<file path="src/design/mcsre_pkg.sv">
// Shared types, codes, tables and helper functions of the ROM and RAM bus emulator.
`timescale 1ns / 1ps

package mcsre_pkg;

	// Default configuration.
	localparam int ROM_ADDR_BITS_DEF = 12;
	localparam int RAM_BANKS_DEF     = 8;
	localparam int REGS_PER_BANK_DEF = 16;

	// Depth of the queue between front and back, and of the result queue.
	localparam int FQ_DEPTH = 2;
	localparam int OQ_DEPTH = 4;

	// Number of CM-RAM bank codes the decoder can produce.
	localparam int CM_BANKS = 8;

	// Input operation codes.
	localparam logic [2:0] OP_PHI1 = 3'd0;
	localparam logic [2:0] OP_PHI2 = 3'd1;
	localparam logic [2:0] OP_RUN  = 3'd2;
	localparam logic [2:0] OP_STOP = 3'd3;
	localparam logic [2:0] OP_LOAD = 3'd4;

	// Classified word kinds.
	typedef enum logic [2:0] {
		K_NOP,
		K_PHI1,
		K_PHI2,
		K_RUN,
		K_STOP,
		K_LOAD
	} kind_t;

	// Bus stages.
	localparam logic [2:0] ST_A1 = 3'd0;
	localparam logic [2:0] ST_A2 = 3'd1;
	localparam logic [2:0] ST_A3 = 3'd2;
	localparam logic [2:0] ST_M1 = 3'd3;
	localparam logic [2:0] ST_M2 = 3'd4;
	localparam logic [2:0] ST_X1 = 3'd5;
	localparam logic [2:0] ST_X2 = 3'd6;
	localparam logic [2:0] ST_X3 = 3'd7;

	// Run modes.
	localparam logic [1:0] MODE_STALE     = 2'd0;
	localparam logic [1:0] MODE_RESETTING = 2'd1;
	localparam logic [1:0] MODE_RUNNING   = 2'd2;

	// RAM instruction opcodes.
	localparam logic [7:0] OPC_SBM = 8'hE8;
	localparam logic [7:0] OPC_RDM = 8'hE9;
	localparam logic [7:0] OPC_ADM = 8'hEB;
	localparam logic [7:0] OPC_RD0 = 8'hEC;
	localparam logic [7:0] OPC_RD3 = 8'hEF;
	localparam logic [7:0] OPC_WRM = 8'hE0;
	localparam logic [7:0] OPC_WMP = 8'hE1;
	localparam logic [7:0] OPC_WR0 = 8'hE4;
	localparam logic [7:0] OPC_WR3 = 8'hE7;

	localparam logic [3:0] NIBBLE_MASK = 4'hF;

	// Source of the nibble driven on the bus.
	localparam logic [1:0] SEL_ROM_HI = 2'd0;
	localparam logic [1:0] SEL_ROM_LO = 2'd1;
	localparam logic [1:0] SEL_MAIN   = 2'd2;
	localparam logic [1:0] SEL_STAT   = 2'd3;

	// CM-RAM line code to bank number.
	localparam logic [2:0] CM_TO_BANK [16] = '{
		3'd0, 3'd0, 3'd1, 3'd0, 3'd2, 3'd0, 3'd4, 3'd0,
		3'd3, 3'd0, 3'd5, 3'd0, 3'd6, 3'd0, 3'd7, 3'd0
	};

	typedef struct packed {
		kind_t       kind;
		logic        sync;
		logic [3:0]  bus;
		logic [3:0]  cm;
		logic [11:0] laddr;
		logic [7:0]  lbyte;
	} item_t;

	typedef struct packed {
		logic       bus_drive;
		logic [3:0] bus_value;
		logic       reset_release;
		logic       port_write_valid;
		logic [3:0] port_write_data;
		logic [2:0] stage_now;
	} result_t;

	// Small modulo by a constant count, by repeated subtraction.
	function automatic logic [2:0] mod_bank(input logic [2:0] v, input int n);
		logic [3:0] r;
		r = {1'b0, v};
		for (int i = 0; i < 8; i++) begin
			if (int'(r) >= n) r = r - 4'(n);
		end
		return r[2:0];
	endfunction

	function automatic logic [3:0] mod_reg(input logic [3:0] v, input int n);
		logic [4:0] r;
		r = {1'b0, v};
		for (int i = 0; i < 4; i++) begin
			if (int'(r) >= n) r = r - 5'(n);
		end
		return r[3:0];
	endfunction

	function automatic logic [2:0] bank_of(input logic [3:0] cm, input int n);
		return mod_bank(CM_TO_BANK[cm], n);
	endfunction

endpackage

</file>
<file path="src/design/mcsre_outq.sv">
// Result queue that decouples the back part from the output handshake.
`timescale 1ns / 1ps

module mcsre_outq (
	input  logic                clk,
	input  logic                arst_n,
	input  logic                push,
	input  mcsre_pkg::result_t  push_data,
	output logic                room,
	output logic                out_valid,
	input  logic                out_stall,
	output mcsre_pkg::result_t  out_data
);

	localparam int PW = $clog2(mcsre_pkg::OQ_DEPTH);

	mcsre_pkg::result_t fifo_q [mcsre_pkg::OQ_DEPTH];
	logic [PW-1:0]      wptr_q, rptr_q;
	logic [PW:0]        cnt_q;
	logic               pop;

	// Room is counted against the entry already on its way in.
	assign room      = ((PW+1)'(cnt_q + (PW+1)'(push)) < (PW+1)'(mcsre_pkg::OQ_DEPTH));
	assign out_valid = (cnt_q != '0);
	assign out_data  = fifo_q[rptr_q];
	assign pop       = out_valid && !out_stall;

	always_ff @(posedge clk) begin
		if (push) fifo_q[wptr_q] <= push_data;
	end

	always_ff @(posedge clk or negedge arst_n) begin
		if (!arst_n) begin
			wptr_q <= '0;
			rptr_q <= '0;
			cnt_q  <= '0;
		end else begin
			if (push) wptr_q <= wptr_q + 1'b1;
			if (pop) rptr_q <= rptr_q + 1'b1;
			cnt_q <= cnt_q + (PW+1)'(push) - (PW+1)'(pop);
		end
	end

endmodule

</file>
<file path="config.mk">
export PLATFORM = sky130hd
export DESIGN_NAME = mcsre_outq
export DESIGN_NICKNAME = d
export VERILOG_FILES = /design/src/design/mcsre_pkg.sv /design/src/design/mcsre_outq.sv
export SDC_FILE = /design/constraint.sdc
export NUM_CORES = 1
export LEC_CHECK = 0
export CORE_MARGIN = 4
export CORE_UTILIZATION = 45
export CTS_CLUSTER_SIZE = 12
export DETAILED_ROUTE_END_ITERATION = 16
export DONT_BUFFER_PORTS = 1
export PLACE_DENSITY_LB_ADDON = 0.05
export SYNTH_ARGS = -nofsm -noshare
export SYNTH_HDL_FRONTEND = slang
export SYNTH_SLANG_ARGS = --single-unit
</file>
<file path="constraint.sdc">
create_clock -name clk -period 2.4 [get_ports clk]
set_clock_uncertainty 0.05 [all_clocks]
set_input_delay 0.24 -clock clk [delete_from_list [all_inputs] [get_ports clk]]
set_output_delay 0.24 -clock clk [all_outputs]
set_load 0.01 [all_outputs]
</file>
======== Yosys cells after proc, flatten, opt, wreduce, memory -nomap -nowiden ========
Memories as Yosys holds them, arrays and structs flattened.
Index checks and enable logic that the tools add are counted.
word-level totals
  register bits after elaboration ......... 7
  RAM bits ................................ 56
  bits of input ports ..................... 18
  output and inout bits ................... 16
  logic and storage cells ................. 14
  memories kept ........................... 1
memory list
  memory  words  width  rd ports  clocked after memory_dff  write ports  line              RTL
  fifo_q  4      14     1         0                         1            mcsre_outq.sv:17  mcsre_pkg::result_t fifo_q [mcsre_pkg::OQ_DEPTH];
operators by class
  add/subtract/negate cells ............... 4
  order comparisons ....................... 1
  multiplexer cells ....................... 2
  reduce and logical (&&, ||, !) cells .... 3
operators with widths
  kind                                          count
  adder 2 x 1 -> 2 bit (second input constant)  2
  adder 3 x 1 -> 3 bit                          1
  < comparator 3 bit (second input constant)    1
  nonzero test 3 bit                            1
  subtractor 3 x 1 -> 3 bit                     1
  2-to-1 mux 1 bit                              2
  logical AND 1 bit                             1
  zero test 1 bit                               1

======== Depth between registers and ports, before layout ========
  word-level depth ........................ 3
  gate-level depth with buffers ........... 5
  mapped depth without buffers ............ 5

======== Least setup slack after synthesis ========
Ideal clock, no wire load.
  kind .................................... reg2reg
  start ................................... register cnt_q[2]
  end ..................................... register cnt_q[2]
  setup time .............................. 133 ps
  data arrival time ....................... 1293 ps
  data required time ...................... 2217 ps
  path slack .............................. 924 ps
  stages on the path, launching flop included .. 6
  path buffers ............................ 0
  period minus slack after synthesis ...... 1476 ps
  path through ............................ dfrtp_1 nor3_1 nor2_1 ha_1 ha_1 xnor2_1
between the ends
  longest elaborated chain between the ends .. 3
  elaborated cells between the ends (all ways) .. 4
  those cells by class .................... add/sub: 2; reduce/logical: 2
RTL lines
  what                       line              RTL
  from (decl)                mcsre_outq.sv:19  logic [PW:0] cnt_q;
  from (signal assigned)     mcsre_outq.sv:40  cnt_q <= cnt_q + (PW+1)'(push) - (PW+1)'(pop);
  nonzero test 3 bit         mcsre_outq.sv:24  assign out_valid = (cnt_q != '0);
  logical AND 1 bit          mcsre_outq.sv:26  assign pop = out_valid && !out_stall;
  net pop                    mcsre_outq.sv:20  logic pop;
  subtractor 3 x 1 -> 3 bit  mcsre_outq.sv:40
The timed path passes the listed nets, and every way through them passes these cells.
A chain may end at the register's enable or synchronous reset.

==> results.cfg <==
[global_route]
grt_overflow = 0
antenna_found_initial = 0
grt_pass1_vias = 1157
track_usage_pct = 13.0
grt_pass1_wl_um = 5980
grt_max_degree = 17

[clock_network]
numClockSinks = 63
cts_buffers = 9
clkTransAtPathRegs_ns = 0.06
post_cts_buffers = 0
cts_hold_buf = 16
cts-root-buf = clkbuf_8
cts_buffer_depth = 2
clkLatencyLatePin_ns = 0.32
post_cts_resized = 0
tritoncts = yes
htreeDepth = 3

[logic_synthesis]
synth_top_cells_by_area = edfxtp_1 68%, mux4_2 7.3%, dfrtp_1 7.1%, mux4_1 6.4%, ha_1 4.1%
netlist_area_mm2 = 0.00246
ys.flop_type = edfxtp_1
syn_inst = 109
synthTopCellsByCount = 56 x edfxtp_1, 8 x ha_1, 8 x mux4_2
synthArstFlopShare_pct = 11.1
syn_nets = 135
ys_types = 17
synth_top_area_share_pct = 68.5
synth.avg_cell_area_um2 = 22.5
yosysTopAreaCell = edfxtp_1
yosys_warnings = 0
post-synth-top-count-cell = edfxtp_1
synth.yosys.seq_area_share_pct = 75.6
synth_edf_count = 56
ys_ff_latch = 63

[drt]
wirelength_um = 3810
first_iter_violations = 48
drt_drc_violations_left = 0
vias_per_cell = 5.03
dr.pass1.iters = 4
num_vias = 1072
wl_per_cell_um = 17.9
ant_nets = 0

[sta]
fin_tns_setup_ns = 0
setup_violations = 0
worst_slew_margin_rel_pct = 54.0
tightestPinTransition_ns = 0.690
timing.fmax_ghz = 0.527
rsz0062_at_grt = no
period_share_pct = 79.1
finalHoldViolations = 0
worst_hold_slack_ns = 0.0642
slew_viol_final = 0
layout_min_cycle_time_ns = 1.90

[floorplanning]
die_area_mm2 = 0.00670
rows = 26
io_pins = 34
start_util_pct = 47.2
die_w_um = 81.9
die_y_um = 81.9
core_area_mm2 = 0.00520

[placed_design]
io_buffers = 0
routabilityCongestion = 0.677
hpwl_um = 2490

[worst_setup_path]
worst-setup-path-type = reg -> out
cp-start-kind = flop
crit_required_ns = 2.11
critPathMaxFanout = 16
arrival_ns = 1.61
worstSetupEndpointType = output pin

[power]
powerDensity_mw_per_mm2 = 1150
vdd_drop_max_v = 0.000559
leakage_nw = 1.04

[status]
status = complete, no violations

[finish]
syn2layout_area_growth_pct = 18.5
drive_gt1_share_pct = 18.9
nFillCells = 417
fin_nets = 164
antenna_cells = 0

[flow_run]
cap_violations = 0

[min_path]
min_path_type = in -> reg
==> flip-flops by register name (all words and copies together) (netlist names) <==
| signal | count |
|---|---|
| cnt_q | 3 |
| fifo_q | 56 |
| rptr_q | 2 |
| wptr_q | 2 |
==> worst max-delay path, stage by stage, from the launching register on <==
cell     delay (ns)
dfrtp_1        0.32
buf_4          0.29
mux4_1         0.68
==> routing by layer <==
layer  up-vias  share of wire, %  track usage [%]
li1        494                 -                -
met1       547                40             14.2
met2        26                52             21.4
met3         5               6.5             4.93
met4         0               1.8             7.97
met5         -                 0                0
==> cell type report <==
class                           instances  area [um^2]  share of cell area [%]
Sequential cell                        63         1860                    63.8
Multi-Input combinational cell         36          537                    18.4
Timing Repair Buffer                   21          198                    6.79
Clock buffer                           12          135                    4.64
Tap cell                               70         87.6                    3.01
Clock inverter                          4         70.1                    2.41
Inverter                                7         26.3                   0.903
==> final timing paths <==
path                            slack (ns)  cells past startpoint      start           end
worst max register to register        0.81                      5   cnt_q[2]      cnt_q[2]
min in group asynchronous             0.19                      1     arst_n      cnt_q[1]
max in group asynchronous             1.87                      1     arst_n     rptr_q[0]
worst min register to register        0.48                      1  wptr_q[0]     wptr_q[0]
worst max-delay path                  0.50                      2  rptr_q[0]  out_data[11]
worst min-delay path                  0.06                      2  out_stall     rptr_q[1]
==> kinds of logic after synthesis <==
kind of cell             Yosys count  share of synthesized area (%)
AO/OA/AOI/OAI                      1                          0.204
XOR/XNOR                           5                           1.78
adder cells (fa/ha/maj)            8                           4.08
buffers and inverters             10                           2.55
flip-flops                        63                           75.6
multiplexers                      14                           13.8
AND/OR/NAND/NOR                    8                           2.04
==> cells in the final DEF, fill, tap and decap left out <==
master         Yosys  final
nor3_1             1      1
xor2_1             3      3
nor2_1             1      1
xnor2_1            2      2
dfrtp_1            7      7
edfxtp_1          56     56
mux4_2             8      8
dlygate4sd3_1      0     16
buf_4              0      5
nor3b_2            1      1
clkbuf_8           0      9
nand2_1            1      1
and2_1             4      4
o21ai_0            1      1
inv_1              7      7
clkinv_2           0      2
bufinv_16          0      2
ha_1               8      8
mux4_1             6      6
clkbuf_1           0      3
==> where the power goes <==
group / total [W] / internal (W) / switching [W]
logic: 0.000841 / 0.000388 / 0.000453
clock network: 0.000945 / 0.000583 / 0.000362
registers: 0.00157 / 0.00145 / 0.000120
total: 0.00336 / 0.00243 / 0.000936
==> metrics by stage <==
step / power, W / std cells / worst slack [ns] / util (%) / area, um^2
after floorplan: 0.00227 / 109 / 0.924 / - / 2460
after global placement: 0.00242 / 181 / 0.815 / 48.9 / 2540
after detailed placement: 0.00245 / 181 / 0.798 / 48.9 / 2540
after CTS: 0.00343 / 213 / 0.432 / 55.9 / 2910
after global routing: 0.00356 / 213 / 0.407 / 55.9 / 2910
final: 0.00336 / 213 / 0.501 / 55.9 / 2910
Power figures use the tool's default switching activity.
