===== src/design/mcsre_pkg.sv =====
// Shared types, codes, tables and helper functions of the ROM and RAM bus emulator.
`timescale 1ns / 1ps

package mcsre_pkg;

	// Default configuration.
	localparam int ROM_ADDR_BITS_DEF = 12;
	localparam int RAM_BANKS_DEF     = 8;
	localparam int REGS_PER_BANK_DEF = 16;

	// Depth of the queue between front and back, and of the result queue.
	localparam int FQ_DEPTH = 2;
	localparam int OQ_DEPTH = 4;

	// Number of CM-RAM bank codes the decoder can produce.
	localparam int CM_BANKS = 8;

	// Input operation codes.
	localparam logic [2:0] OP_PHI1 = 3'd0;
	localparam logic [2:0] OP_PHI2 = 3'd1;
	localparam logic [2:0] OP_RUN  = 3'd2;
	localparam logic [2:0] OP_STOP = 3'd3;
	localparam logic [2:0] OP_LOAD = 3'd4;

	// Classified word kinds.
	typedef enum logic [2:0] {
		K_NOP,
		K_PHI1,
		K_PHI2,
		K_RUN,
		K_STOP,
		K_LOAD
	} kind_t;

	// Bus stages.
	localparam logic [2:0] ST_A1 = 3'd0;
	localparam logic [2:0] ST_A2 = 3'd1;
	localparam logic [2:0] ST_A3 = 3'd2;
	localparam logic [2:0] ST_M1 = 3'd3;
	localparam logic [2:0] ST_M2 = 3'd4;
	localparam logic [2:0] ST_X1 = 3'd5;
	localparam logic [2:0] ST_X2 = 3'd6;
	localparam logic [2:0] ST_X3 = 3'd7;

	// Run modes.
	localparam logic [1:0] MODE_STALE     = 2'd0;
	localparam logic [1:0] MODE_RESETTING = 2'd1;
	localparam logic [1:0] MODE_RUNNING   = 2'd2;

	// RAM instruction opcodes.
	localparam logic [7:0] OPC_SBM = 8'hE8;
	localparam logic [7:0] OPC_RDM = 8'hE9;
	localparam logic [7:0] OPC_ADM = 8'hEB;
	localparam logic [7:0] OPC_RD0 = 8'hEC;
	localparam logic [7:0] OPC_RD3 = 8'hEF;
	localparam logic [7:0] OPC_WRM = 8'hE0;
	localparam logic [7:0] OPC_WMP = 8'hE1;
	localparam logic [7:0] OPC_WR0 = 8'hE4;
	localparam logic [7:0] OPC_WR3 = 8'hE7;

	localparam logic [3:0] NIBBLE_MASK = 4'hF;

	// Source of the nibble driven on the bus.
	localparam logic [1:0] SEL_ROM_HI = 2'd0;
	localparam logic [1:0] SEL_ROM_LO = 2'd1;
	localparam logic [1:0] SEL_MAIN   = 2'd2;
	localparam logic [1:0] SEL_STAT   = 2'd3;

	// CM-RAM line code to bank number.
	localparam logic [2:0] CM_TO_BANK [16] = '{
		3'd0, 3'd0, 3'd1, 3'd0, 3'd2, 3'd0, 3'd4, 3'd0,
		3'd3, 3'd0, 3'd5, 3'd0, 3'd6, 3'd0, 3'd7, 3'd0
	};

	typedef struct packed {
		kind_t       kind;
		logic        sync;
		logic [3:0]  bus;
		logic [3:0]  cm;
		logic [11:0] laddr;
		logic [7:0]  lbyte;
	} item_t;

	typedef struct packed {
		logic       bus_drive;
		logic [3:0] bus_value;
		logic       reset_release;
		logic       port_write_valid;
		logic [3:0] port_write_data;
		logic [2:0] stage_now;
	} result_t;

	// Small modulo by a constant count, by repeated subtraction.
	function automatic logic [2:0] mod_bank(input logic [2:0] v, input int n);
		logic [3:0] r;
		r = {1'b0, v};
		for (int i = 0; i < 8; i++) begin
			if (int'(r) >= n) r = r - 4'(n);
		end
		return r[2:0];
	endfunction

	function automatic logic [3:0] mod_reg(input logic [3:0] v, input int n);
		logic [4:0] r;
		r = {1'b0, v};
		for (int i = 0; i < 4; i++) begin
			if (int'(r) >= n) r = r - 5'(n);
		end
		return r[3:0];
	endfunction

	function automatic logic [2:0] bank_of(input logic [3:0] cm, input int n);
		return mod_bank(CM_TO_BANK[cm], n);
	endfunction

endpackage


===== src/design/mcsre_front.sv =====
// Front part: accepts input words, classifies them and queues them for the back part.
`timescale 1ns / 1ps

module mcsre_front (
	input  logic                clk,
	input  logic                arst_n,
	input  logic                in_valid,
	output logic                in_stall,
	input  logic [2:0]          op,
	input  logic                sync_level,
	input  logic [3:0]          bus_nibble,
	input  logic [3:0]          cmram_lines,
	input  logic [11:0]         load_address,
	input  logic [7:0]          load_byte,
	input  logic                hold,
	output logic                item_valid,
	output mcsre_pkg::item_t    item,
	input  logic                item_pop
);

	localparam int PW = $clog2(mcsre_pkg::FQ_DEPTH);

	mcsre_pkg::item_t  fifo_q [mcsre_pkg::FQ_DEPTH];
	logic [PW-1:0]     wptr_q, rptr_q;
	logic [PW:0]       cnt_q;
	mcsre_pkg::item_t  cls;
	logic              push;

	always_comb begin
		case (op)
			mcsre_pkg::OP_PHI1: cls.kind = mcsre_pkg::K_PHI1;
			mcsre_pkg::OP_PHI2: cls.kind = mcsre_pkg::K_PHI2;
			mcsre_pkg::OP_RUN:  cls.kind = mcsre_pkg::K_RUN;
			mcsre_pkg::OP_STOP: cls.kind = mcsre_pkg::K_STOP;
			mcsre_pkg::OP_LOAD: cls.kind = mcsre_pkg::K_LOAD;
			default:            cls.kind = mcsre_pkg::K_NOP;
		endcase
		cls.sync  = sync_level;
		cls.bus   = bus_nibble;
		cls.cm    = cmram_lines;
		cls.laddr = load_address;
		cls.lbyte = load_byte;
	end

	assign in_stall   = hold || (cnt_q == (PW+1)'(mcsre_pkg::FQ_DEPTH));
	assign push       = in_valid && !in_stall;
	assign item_valid = (cnt_q != '0);
	assign item       = fifo_q[rptr_q];

	always_ff @(posedge clk) begin
		if (push) fifo_q[wptr_q] <= cls;
	end

	always_ff @(posedge clk or negedge arst_n) begin
		if (!arst_n) begin
			wptr_q <= '0;
			rptr_q <= '0;
			cnt_q  <= '0;
		end else begin
			if (push) wptr_q <= wptr_q + 1'b1;
			if (item_pop) rptr_q <= rptr_q + 1'b1;
			cnt_q <= cnt_q + (PW+1)'(push) - (PW+1)'(item_pop);
		end
	end

endmodule


===== config.mk =====
export PLATFORM = sky130hd
export DESIGN_NAME = mcsre_front
export DESIGN_NICKNAME = d
export VERILOG_FILES = /design/src/design/mcsre_pkg.sv /design/src/design/mcsre_front.sv
export SDC_FILE = /design/constraint.sdc
export NUM_CORES = 1
export LEC_CHECK = 0
export ABC_CLOCK_PERIOD_IN_PS = 2710
export CAP_MARGIN = 20
export CORE_AREA = 4 4 98 72
export CTS_CLUSTER_DIAMETER = 120
export DETAILED_ROUTE_END_ITERATION = 10
export DIE_AREA = 0 0 102 76
export DONT_BUFFER_PORTS = 1
export SLEW_MARGIN = 25
export SYNTH_ARGS = -nofsm -noshare
export SYNTH_HDL_FRONTEND = slang
export SYNTH_SLANG_ARGS = --single-unit

===== constraint.sdc =====
create_clock -name clk -period 2.71 [get_ports clk]
set_input_delay 0 -clock clk [delete_from_list [all_inputs] [get_ports clk]]
set_output_delay 0 -clock clk [all_outputs]
set_load 0.05 [all_outputs]

# Word level (Yosys, flattened, before mapping)
# Memory sizes are Yosys's and may differ from the RTL's.
# Cells that the tools add are included.
# word_totals
mem_count	1
word_cells	21
out_inout_bits	34
regBits	4
in_bits	37
mem_bits_rw	64
# memory_table
name	words	word_bits	rd	rd_ports_with_merged_regs	wr	line	rtl
fifo_q	2	32	1	0	1	mcsre_front.sv:23	mcsre_pkg::item_t fifo_q [mcsre_pkg::FQ_DEPTH];
# op_classes
reduce_logical	5
muxes	3
addsub	4
n_eq_ne	5
# ops
operator	count
3-bit case mux with 5 select lines	1
3-bit by 2-bit equality test with 1-bit output, second input constant	2
3-bit by 1-bit equality test with 1-bit output, second input constant	1
3-bit equality test, second input constant	1
3-bit logical NOT	1
1-bit adder, second input constant	2
2-bit by 1-bit adder with 2-bit output	1
2-bit equality test, second input constant	1
1-bit 2-to-1 mux	2
2-bit nonzero test	1
2-bit by 1-bit subtractor with 2-bit output	1
1-bit logical AND	1
1-bit logical NOT	1
1-bit logical OR	1

# Longest topological paths before layout
# logic_depth
depth_word	6
mapped_depth	7
mapped_depth_nobuf	7

# Worst setup path after synthesis
# OpenSTA, ideal clock, no wires.
# synth_timing
kind	reg2reg
startpoint	reg cnt_q[1]
endpoint	mem fifo_q[0][0] (netlist bit) (enable)
t_arrival_ns	2.002
stages_incl_launch_ff	4
t_required_ns	2.289
slack_ns	0.287
cell_sequence	dfrtp_1 nand2b_1 nand3b_1 nor2_1
# synth_between
elab_chain_len	6
# synth_lines
element	line	rtl
start, declared	mcsre_front.sv:25	logic [PW:0] cnt_q;
start signal, assigned	mcsre_front.sv:62	cnt_q <= cnt_q + (PW+1)'(push) - (PW+1)'(item_pop);
2-bit equality test	mcsre_front.sv:45	assign in_stall = hold || (cnt_q == (PW+1)'(mcsre_pkg::FQ_DEPTH));
1-bit logical OR	mcsre_front.sv:45	
1-bit logical NOT	mcsre_front.sv:46	assign push = in_valid && !in_stall;
1-bit logical AND	mcsre_front.sv:46	
1-bit 2-to-1 mux	mcsre_front.sv:51	if (push) fifo_q[wptr_q] <= cls;
1-bit 2-to-1 mux (implied by the code)	mcsre_front.sv:51	
end, declared	mcsre_front.sv:23	
# Every way passes these cells.

==> key figures <==
Outcome
  – Status: completed

STA
  – Fin crit period: 1.87 ns
  – Max_slew headroom: 64.2%
  – TNS Setup: 0 ns
  – Final setup fails: 0
  – Slew Viols, Final: 0
  – Final period utilization: 69.2%
  – RSZ-0062 raised after global routing: false
  – Fin worst setup slack: 0.835 ns
  – Max Freq: 533 MHz
  – Skew final: 0.00839 ns
  – Slew @ Worst Pin: 0.536 ns
  – Fin. Hold Viols: 0

Pwr
  – Static Leak: 1.23 nW
  – Peak VDD IR: 0.000551 V
  – Power Dens Cells: 1110 mW/mm²

Synthesis
  – Cell count after synthesis: 125
  – Post-synth top area cell: edfxtp_1
  – Sequential area share after synthesis: 75.0%
  – #FFs+latches synth: 68
  – Largest cells by area after synthesis: edfxtp_1 71%, mux2_4 16%, dfrtp_1 3.7%
  – Post-Syn Area: 0.00270 mm²
  – Synth Warn #: 0
  – Syn Area/Cell: 21.6 µm²
  – Area share of the largest cell type after synthesis: 71.2%
  – Synth cell types: 17
  – Synth Net Count: 164

Critical path
  – CP Buf/Inv Count: 1
  – CP delay by family, top: flip-flops
  – Reg-to-reg setup timing slack: 0.91 ns
  – WS Path Type: flop to output port
  – Worst reg2reg endpoint: cnt_q[1]$_DFF_PN0_
  – Worst EP arrival: 1.87 ns
  – Crit path required time: 2.71 ns
  – Worst Path Max Fanout: 18
  – Max stage delay on crit path: 0.71 ns
  – CP Capture Type: output port
  – Crit path cell chain: buf_4 -> mux2_4
  – Critical path launch point type: flop
  – Max stage delay cell, worst path: dfrtp_2
  – Worst R2R Path Depth: 7
  – Reg2reg start: cnt_q[1]$_DFF_PN0_

Cells and area
  – Nets: 210
  – Proportion of layout cells with a drive suffix above 1: 30.7%
  – Area delta synth->final: 24.7%
  – FILL cells: 491
  – Area of the multi-input gates: 612 µm²
  – Storage element area: 0.00202 mm²
  – # diodes: 0

Clock network
  – CTS max path bufs: 2
  – Clock root cell: clkbuf_8
  – Total CTS buffers: 9
  – Worst-path clk slew: 0.07 ns
  – Clk Latency, worst-skew pair: 0.33 ns
  – # Post-CTS Setup Buffers: 0
  – Cts repair resizes: 0
  – Clk sink count: 68
  – Hold buffer count at cts: 36
  – CTS tree: done
  – Htree depth: 3

Global route
  – Grt total ovfl: 0
  – Initial antenna violation count: 0
  – Number of global-route vias before repair: 1278
  – Global-route usage over all layers: 11.4%
  – Global-route wire length before repair: 6440 µm
  – Largest net degree at the start of global routing: 33

Drt
  – Via count: 1222
  – Total routed wirelength: 4280 µm
  – WL/cell: 16.9 µm
  – Vias per cell: 4.81
  – 1st-pass router iterations: 3
  – # DRC: 0
  – Final ANT Viol Nets: 0
  – Initial DRC count: 57

Floorplan
  – Initial Utilization: 44.0%
  – I/O pins: 71
  – Core box area: 0.00613 mm²
  – Die Footprint: 0.00775 mm²
  – Die W: 102 µm
  – Rows: 24
  – Die Span Y: 76 µm

Min path
  – Hold depth: 3
  – Hold crit path type: primary input to flop
  – Hold wc startpoint: op[1]
  – Hold endpoint: fifo_q[1][31]$_DFFE_PP_

Flow run
  – Max Cap Viol: 0

Place
  – Placer congestion estimate: 0.758
  – I/O Buffers: 0
  – HPWL Detailed: 2760 µm
  – Setup WS pre-CTS: 0.932 ns
cell usage in the layout (no fill, tap or decap), types with 2 or more instances in the layout:
| cell type | count |
|---|---|
| dfrtp_1 | 3 |
| mux2_2 | 3 |
| dlygate4sd3_1 | 36 |
| clkbuf_8 | 9 |
| edfxtp_1 | 64 |
| buf_4 | 3 |
| ha_1 | 2 |
| mux2_4 | 29 |
| clkinv_4 | 2 |
| bufinv_16 | 3 |
| nand2_1 | 2 |
| nor2_4 | 2 |
| nand2b_1 | 2 |
| xnor2_1 | 4 |
| inv_1 | 2 |
| nor2_1 | 2 |
worst reg2reg max path: stages, from the launching register on:
cell and delay [ns]:
dfrtp_1 0.41, nand2b_1 0.12, nand3b_1 0.26, ha_1 0.38, inv_1 0.04, ha_1 0.18
xnor2_1 0.18, xnor2_1 0.15
worst max-delay path by stage:
stage                  startpoint                     end  slack [ns]  cells past startpoint
6_report       rptr_q$_DFFE_PN0P_                item[30]        0.84                      2
3_3_place_gp   cnt_q[1]$_DFF_PN0_      cnt_q[1]$_DFF_PN0_        1.05                      7
3_5_place_dp   cnt_q[0]$_DFF_PN0_      cnt_q[1]$_DFF_PN0_        0.93                      7
4_1_cts        rptr_q$_DFFE_PN0P_                item[30]        0.78                      2
5_1_grt        rptr_q$_DFFE_PN0P_                item[30]        0.73                      2
2_1_floorplan  cnt_q[1]$_DFF_PN0_  fifo_q[0][0]$_DFFE_PP_        0.29                      3
report_power, final:
| group | internal [W] | leakage, nW | switching (W) | total (W) |
|---|---|---|---|---|
| clock | 0.000613 | 0.120 | 0.000350 | 0.000962 |
| sequential | 0.00132 | 0.631 | 0.000120 | 0.00144 |
| combinational | 0.000423 | 0.479 | 0.000923 | 0.00135 |
| total | 0.00235 | 1.23 | 0.00139 | 0.00375 |
stage by stage:
stage / instances / hold slack, ns / cell area (µm²) / power [W] / util, %
detailed placement: 202 / -0.295 / 2760 / 0.00277 / 45.1
floorplan: 125 / -0.296 / 2700 / 0.00274 / -
CTS: 254 / 0.00246 / 3360 / 0.00380 / 54.9
finish: 254 / 0.0277 / 3360 / 0.00375 / 54.9
global placement: 202 / -0.295 / 2760 / 0.00276 / 45.1
global route: 254 / 0.0280 / 3360 / 0.00391 / 54.9
synth_stat cells:
cell,n
edfxtp_1,64
dfrtp_1,4
mux2_4,29
xor2_1,1
a21oi_1,1
nand3b_1,1
nand2_1,2
nor2_1,4
xnor2_1,4
buf_12,3
o21ai_0,1
buf_6,1
or2_2,1
ha_1,2
mux2_2,3
inv_1,2
nand2b_1,2
routing by layer:
layer | global-route usage [%] | part of all wire, %
met2 | 17.8 | 50
met4 | 5.50 | 2.0
met1 | 11.6 | 36
met5 | 0 | 0
met3 | 7.96 | 12
flip-flops by register name, indices dropped and copies added (netlist names):
name,cells
cnt_q,2
fifo_q,64
rptr_q,1
wptr_q,1
layout make-up:
class                           instances  area share [%]
Clock inverter                          6            3.35
Tap cell                               78            2.90
Sequential cell                        68            60.2
Multi-Input combinational cell         51            18.2
Timing Repair Buffer                   39            11.4
Clock buffer                           10            3.79
Inverter                                2           0.223
cells by family (layout without fill, tap and decap cells):
logic type	count (synthesis)	after routing	synth area share, %
compound gates	2	2	0.371
xor+xnor	5	5	1.62
fa+ha+maj	2	2	0.927
buf+inv	6	57	2.92
flops	68	68	75.0
mux	32	32	17.4
simple gates	10	10	1.81
Power figures use the tool's default switching activity.
